## src/hw/rtl/rat_acc_pkg.sv

```systemverilog
// rat_acc_pkg: types, codes and constants for the rational accumulator ALU.
// No dependencies; imported by every module of the block.
package rat_acc_pkg;

    // Numeric range of the accumulator
    localparam int WIDTH = 32;

    // Command codes
    localparam logic [3:0] CMD_LOAD    = 4'd0;
    localparam logic [3:0] CMD_ADD     = 4'd1;
    localparam logic [3:0] CMD_SUB     = 4'd2;
    localparam logic [3:0] CMD_MUL     = 4'd3;
    localparam logic [3:0] CMD_DIV     = 4'd4;
    localparam logic [3:0] CMD_SQUARE  = 4'd5;
    localparam logic [3:0] CMD_RECIP   = 4'd6;
    localparam logic [3:0] CMD_NEGATE  = 4'd7;
    localparam logic [3:0] CMD_COMPARE = 4'd8;

    // Status codes
    localparam logic [1:0] ST_OK       = 2'd0;
    localparam logic [1:0] ST_DIVZERO  = 2'd1;
    localparam logic [1:0] ST_OVERFLOW = 2'd2;

    typedef struct packed {
        logic [3:0]         command;
        logic signed [31:0] operand_num;
        logic signed [31:0] operand_den;
    } in_t;

    typedef struct packed {
        logic signed [31:0] result_num;
        logic [30:0]        result_den;
        logic [1:0]         status;
        logic               is_equal;
    } out_t;

    typedef enum logic [3:0] {
        S_IDLE,
        S_EVAL,
        S_MUL0,
        S_MUL1,
        S_MUL2,
        S_COMBINE,
        S_RED_INIT,
        S_GCD,
        S_DIV_INIT,
        S_DIV,
        S_FINISH
    } ctrl_state_t;

    typedef enum logic [3:0] {
        DP_NOP,
        DP_CAPTURE,
        DP_MUL0,
        DP_MUL1,
        DP_MUL2,
        DP_COMBINE,
        DP_RED_INIT,
        DP_GCD_STEP,
        DP_DIV_INIT,
        DP_DIV_STEP,
        DP_COMMIT
    } dp_op_t;

    typedef struct packed {
        dp_op_t op;
    } dp_cmd_t;

    typedef struct packed {
        logic [3:0] cmd;
        logic       err;
        logic       n_zero;
        logic       gcd_done;
        logic       div_last;
    } dp_stat_t;

endpackage

```

## src/hw/rtl/rat_acc_ctrl.sv

```systemverilog
// rat_acc_ctrl: sequencer for the rational accumulator datapath.
// Depends on rat_acc_pkg; drives rat_acc_dp through dp_cmd_t.
module rat_acc_ctrl import rat_acc_pkg::*; (
    input  logic     aclk,
    input  logic     aresetn,
    input  logic     s_valid,
    output logic     s_ready,
    output logic     m_valid,
    input  logic     m_ready,
    input  dp_stat_t stat,
    output dp_cmd_t  ctrl
);

    ctrl_state_t state_reg, state_next;
    logic        m_valid_reg, out_free;

    assign out_free = !m_valid_reg || m_ready;

    // Next state
    always_comb begin
        state_next = state_reg;
        case (state_reg)
            S_IDLE: if (s_valid) state_next = S_EVAL;
            S_EVAL: begin
                if (stat.err || stat.cmd > CMD_COMPARE)
                    state_next = S_FINISH;
                else if (stat.cmd inside {CMD_LOAD, CMD_RECIP, CMD_NEGATE})
                    state_next = S_COMBINE;
                else
                    state_next = S_MUL0;
            end
            S_MUL0: state_next = S_MUL1;
            S_MUL1: begin
                if (stat.cmd inside {CMD_ADD, CMD_SUB})
                    state_next = S_MUL2;
                else if (stat.cmd == CMD_COMPARE)
                    state_next = S_FINISH;
                else
                    state_next = S_COMBINE;
            end
            S_MUL2:     state_next = S_COMBINE;
            S_COMBINE:  state_next = S_RED_INIT;
            S_RED_INIT: state_next = stat.n_zero ? S_FINISH : S_GCD;
            S_GCD:      if (stat.gcd_done) state_next = S_DIV_INIT;
            S_DIV_INIT: state_next = S_DIV;
            S_DIV:      if (stat.div_last) state_next = S_FINISH;
            S_FINISH:   if (out_free) state_next = S_IDLE;
            default:    state_next = S_IDLE;
        endcase
    end

    // Micro-op per state
    always_comb begin
        ctrl.op = DP_NOP;
        case (state_reg)
            S_IDLE:     if (s_valid) ctrl.op = DP_CAPTURE;
            S_MUL0:     ctrl.op = DP_MUL0;
            S_MUL1:     ctrl.op = DP_MUL1;
            S_MUL2:     ctrl.op = DP_MUL2;
            S_COMBINE:  ctrl.op = DP_COMBINE;
            S_RED_INIT: ctrl.op = DP_RED_INIT;
            S_GCD:      if (!stat.gcd_done) ctrl.op = DP_GCD_STEP;
            S_DIV_INIT: ctrl.op = DP_DIV_INIT;
            S_DIV:      ctrl.op = DP_DIV_STEP;
            S_FINISH:   if (out_free) ctrl.op = DP_COMMIT;
            default:    ctrl.op = DP_NOP;
        endcase
    end

    // State and output valid registers
    always_ff @(posedge aclk) begin
        if (!aresetn) begin
            state_reg   <= S_IDLE;
            m_valid_reg <= 1'b0;
        end else begin
            state_reg <= state_next;
            if (state_reg == S_FINISH && out_free)
                m_valid_reg <= 1'b1;
            else if (m_ready)
                m_valid_reg <= 1'b0;
        end
    end

    assign s_ready = (state_reg == S_IDLE);
    assign m_valid = m_valid_reg;

endmodule

```

## config.mk

```make
export PLATFORM = sky130hd
export DESIGN_NAME = rat_acc_ctrl
export DESIGN_NICKNAME = d
export VERILOG_FILES = /design/src/hw/rtl/rat_acc_pkg.sv /design/src/hw/rtl/rat_acc_ctrl.sv
export SDC_FILE = /design/constraint.sdc
export NUM_CORES = 1
export LEC_CHECK = 0
export BUFFER_PORTS_ARGS = -buffer_cell sky130_fd_sc_hd__buf_4
export CORE_AREA = 2 2 39 41
export CTS_CLUSTER_SIZE = 14
export DETAILED_ROUTE_END_ITERATION = 10
export DIE_AREA = 0 0 41 43
export PLACE_DENSITY_LB_ADDON = 0.12
export SYNTH_ARGS = -nofsm -noshare
export SYNTH_HDL_FRONTEND = slang
export SYNTH_SLANG_ARGS = --single-unit
```

## constraint.sdc

```tcl
create_clock -name aclk -period 1.8 [get_ports aclk]
set_input_delay 0.54 -clock aclk [delete_from_list [all_inputs] [get_ports aclk]]
set_output_delay 0.54 -clock aclk [all_outputs]
set_load 0.03 [all_outputs]
```

== Yosys cells after proc, flatten, opt, wreduce, memory -nomap -nowiden ==
Cells that the tools add are included.

* Order comparisons: 1
* Eq/ne operators: 19
* Mux-type cells: 16
* Reductions and logical operators: 10

{| class="wikitable"
|+ Operator list
! operator !! number
|-
| 4-bit one-hot mux with 11 select lines || 1
|-
| 4-bit one-hot mux with 10 select lines || 1
|-
| 4-bit two-way mux || 9
|-
| 4-bit by 3-bit == test with 1-bit output (second input constant) || 6
|-
| 4-bit == test (second input constant) || 4
|-
| 4-bit by 2-bit == test with 1-bit output (second input constant) || 3
|-
| 4-bit by 1-bit == test with 1-bit output (second input constant) || 2
|-
| 4-bit logical NOT || 2
|-
| 2-bit != test (second input constant) || 4
|-
| 3-bit two-way mux || 2
|-
| 4-bit greater-than comparator (second input constant) || 1
|-
| 4-bit AND reduction || 1
|-
| 2-bit nonzero test || 2
|-
| 1-bit two-way mux || 3
|-
| 3-bit nonzero test || 1
|-
| 1-bit logical OR || 2
|-
| 1-bit logical AND || 1
|-
| 1-bit logical NOT || 1
|}

* Register bits after elaboration: 5
* Bits of input ports: 12
* Logic and storage cells: 48

== Longest topological paths before layout ==
* Word-level depth: 5
* Depth in mapped cells: 6
* Mapped depth without buffers: 4

== Least setup slack after synthesis ==
Ideal clock, no wire load.

* Path kind: input port to output port
* Start: in m_ready
* End: out ctrl[3] in the netlist's numbering
* Arrival time: 1.658 ns
* Required time: 1.260 ns
* Path slack: -0.398 ns
* Cell stages on the path: 3
* Path buffers: 0
* Path through: nor2b_1 -> or2_2 -> a211oi_1

{| class="wikitable"
|+ RTL lines
! item !! RTL line !! source
|-
| from (decl) || rat_acc_ctrl.sv:9 || <nowiki>input logic m_ready,</nowiki>
|-
| to (decl) || rat_acc_ctrl.sv:11 || <nowiki>output dp_cmd_t ctrl</nowiki>
|}

==> summary.md <==
| Metric | Value |
|---|---|
| Run status | complete, but fails checks |
| Violated checks | setup timing |
| Clk root buf | sky130_fd_sc_hd__clkbuf_4 |
| Maximum achievable frequency | 532 MHz |
| R2R depth | 5 |
| Startpoint type of the worst setup path | flop |
| Worst path cell trace | or2_4 > nor3b_2 > a311oi_2 > a21oi_2 > buf_6 |
| Chip Height | ~43 um |
| Worst min-delay path startpoint | aresetn |
| Wire length after detailed routing | 1660 um |
| Combinational power share | approximately 61% |
| Required arrival time at the worst endpoint | ~1.3 ns |
| Worst setup slack before clock tree synthesis | -0.128 ns |
| # DRC | 0 |
| Yosys warning total | 0 |
| Remaining antenna violation count after routing | 0 |
| Layout cell share with drive strength beyond 1 | about half |
| Flip-flop and latch area | ~110 um^2 |
| Final number of hold-violating endpoints | 0 |
| Net count after synthesis | just over 90 |
| # port buffers | 17 |
| Relative area change from synthesis to final layout | 48.8% |
| Slew at the pin closest to its max-slew limit | 0.359 ns |
| Total die area | 0.00176 mm^2 |
| Final net count | around 120 |
| Maximum level of the CTS H-tree | 1 |
| Endpoint of the worst register-to-register path | state_reg[1] |
| Core region area | 0.00138 mm^2 |
| Number of synthesized flops with an enable pin | 0 |
| Largest net degree at the start of global routing | 19 |
| Switching power as a share of total power | about two fifths |
| Area of combinational cells with multiple inputs | 473 um^2 |
| Number of antenna violations at the first check in global routing | 0 |
| Relative slew slack | approximately three quarters |
| Worst slack on hold paths | 0.564 ns |
| Worst-path maximum fanout | 4 |
| Post-synthesis average cell area | approximately 7.4 um^2 |
| Cell at the slowest stage of the critical path | sky130_fd_sc_hd__dfxtp_2 |
| Startpoint-to-endpoint class of the critical path | reg -> out |
| Wire length of the first global-routing pass | about 2700 um |
| Boundary pin count | 18 |
| Cell Pwr Density | roughly 840 mW/mm^2 |
| Portion of the post-synthesis area used by sequential elements | about 17% |
| Max VDD drop | 0.732 mV |
| Final critical delay including setup and external delays | around 1.9 ns |
| Number of global-route vias before repair | 625 |
| Number of cells produced by synthesis | between 70 and 80 |
| Part of the power in the clock network | between 10% and 20% |
| # diodes | 0 |
| Wire length per cell | between 10 and 15 um |
| Post-CTS clock slew at the launch and capture registers of the worst setup and hold paths | approximately 0.040 ns |
| Post-synth design cell area | between 500 and 600 um^2 |
| Total placed cells including tap cells | 118 |
| Clock tree from TritonCTS | yes |
| Worst-skew pair later-pin latency | about 0.24 ns |
| End point of the most critical hold path | state_reg[2] |
| Utilization after layout | between 60 and 70% |
| Register-to-register path setup slack | between 0.2 and 0.25 ns |
| Vias | a little under 700 |
| Register share of total power | a little over a fifth |
| Via/cell ratio | 5.70 |
| Final Instance Count excl. Fillers | approximately 120 |
| FP Rows | 14 |
| Endpoint class of the critical path | output port |
| Internal Pwr Total | 0.000430 W |
| DIE WIDTH | a little over 40 um |
| Arrival time at the worst endpoint | 1.34 ns |
| Crit-path max cell delay | 0.33 ns |
| Detailed-placement wirelength estimate | between 1000 and 1500 um |
| Maxcap violations | 0 |
| Initial Utilization | between 40% and 50% |
| #FFs+latches synth | 5 |
| Maximum root-to-sink buffer count | 2 |
| Ys async rst share | 0% |
| Count of pins over their slew limit | 0 |
| Number of buffers added by the clock tree synthesis step | 3 |
| Initial detailed-routing violation count | 32 |
| Startpoint of the most critical register-to-register path | state_reg[2] |
| Leakage component of the power | 0.351 nW |
| Clock sink count | 5 |
| GRT Overall Usage | between 20 and 25% |
| Final count of negative-setup-slack endpoints | 3 |
| Post-route setup slack | -0.0808 ns |
| Number of instances on the worst hold path | 2 |
| Setup Skew | 0.00535 ns |
| Switching power summed over all nets | 0.000304 W |
| Detailed-routing iteration count for the pre-antenna-repair pass | 4 |
| Grt total ovfl | 0 |
| Weighted congestion reported at the end of routability-driven placement | around 0.81 |
| Final-layout fill cell count | 131 |
| Unrepaired setup endpoints after global routing | yes |
| Final worst path period share | 104% |
| Tightest Hold Check Type | in -> reg |
| Commonest register cell after synthesis | sky130_fd_sc_hd__dfxtp_1 |
| Library cells used by synthesis | 42 |
| Max FFs per register | 4 |
## critical path: cells and delay by family (launching register included)
kind | cells | cell delay (ns)
DFF | 1 | 0.33
and+or+nand+nor | 2 | 0.45
buffers and inverters | 1 | 0.14
AOI/OAI and AO/OA | 2 | 0.19
## per-stage QoR
step	power, W	area (um^2)	setup TNS (ns)
floorplan	0.000428	599	-0.121
global placement	0.000562	800	-0.297
detailed placement	0.000567	800	-0.327
CTS	0.000740	870	-0.165
global route	0.000792	870	-0.404
finish	0.000734	870	-0.128
## cell families (layout without fill, tap and decap cells)
group | Yosys count | after routing | synth area share [%]
XOR/XNOR | 1 | 1 | 1.50
buffers and inverters | 10 | 37 | 9.64
flip-flops | 5 | 5 | 17.1
AO/OA/AOI/OAI | 28 | 28 | 33.2
AND/OR/NAND/NOR | 33 | 33 | 34.9
multiplexers | 2 | 2 | 3.64
## cell usage after synthesis, types with 3 or more instances
library cell              n  area share (%)
sky130_fd_sc_hd__nor3_1   4             3.4
sky130_fd_sc_hd__nand3_1  3             2.6
sky130_fd_sc_hd__nor2b_1  5             5.4
sky130_fd_sc_hd__nor2_1   4             2.6
sky130_fd_sc_hd__o32ai_1  3             4.5
sky130_fd_sc_hd__dfxtp_1  5              17
sky130_fd_sc_hd__o21ai_0  3             2.6
sky130_fd_sc_hd__a21oi_1  8             6.9
sky130_fd_sc_hd__buf_2    3             2.6
sky130_fd_sc_hd__nand2_1  3             1.9
## per-layer routing
metal	global-route usage, %	wire, um
met5	0	0
met4	4.00	0
met3	6.28	102
met2	30.6	804
met1	33.4	755
## worst max path at each step
| stage | startpoint | end | slack [ns] | cells past startpoint |
|---|---|---|---|---|
| 5_1_grt | state_reg[2] | ctrl[0] | -0.18 | 5 |
| 6_report | state_reg[2] | ctrl[0] | -0.08 | 5 |
| 2_1_floorplan | m_ready | ctrl[3] | -0.12 | 3 |
| 3_3_place_gp | m_ready | ctrl[1] | -0.12 | 6 |
| 3_5_place_dp | m_ready | ctrl[1] | -0.13 | 6 |
| 4_1_cts | state_reg[2] | ctrl[0] | -0.09 | 5 |
## cell usage in the layout, fill, tap and decap left out, types with 2 or more instances in the layout
master and n:
sky130_fd_sc_hd__inv_1 2, sky130_fd_sc_hd__nand2_1 3, sky130_fd_sc_hd__buf_6 2, sky130_fd_sc_hd__clkbuf_4 3
sky130_fd_sc_hd__or2_4 2, sky130_fd_sc_hd__nor3_1 3, sky130_fd_sc_hd__o21ai_0 3, sky130_fd_sc_hd__nand3b_1 2
sky130_fd_sc_hd__dfxtp_2 5, sky130_fd_sc_hd__nor2_1 4, sky130_fd_sc_hd__nor2b_1 4, sky130_fd_sc_hd__buf_4 28
sky130_fd_sc_hd__a21oi_2 2, sky130_fd_sc_hd__o32ai_1 3, sky130_fd_sc_hd__or4b_1 2, sky130_fd_sc_hd__a21oi_1 6
sky130_fd_sc_hd__nand3_1 3
## power by group through the flow
stage	logic (W)	clock network [W]	registers, W
2_1_floorplan	0.000293	0	0.000136
3_3_place_gp	0.000412	0	0.000150
3_5_place_dp	0.000415	0	0.000152
4_1_cts	0.000447	0.000136	0.000157
5_1_grt	0.000485	0.000147	0.000161
6_report	0.000449	0.000128	0.000158
## timing repair
item,CTS,global route
hold buffers,0,0
buffers inserted,0,0
setup endpoints to repair,4,4
pin swaps,7,3
gates resized for setup,15,0
endpoints found under the hold margin,0,0
## layout make-up
type	count	area share [%]
Multi-Input combinational cell	64	54.4
Tap cell	16	2.30
Sequential cell	5	12.2
Clock buffer	4	3.02
Timing Repair Buffer	30	26.8
Inverter	3	1.29
Power figures use the tool's default switching activity.
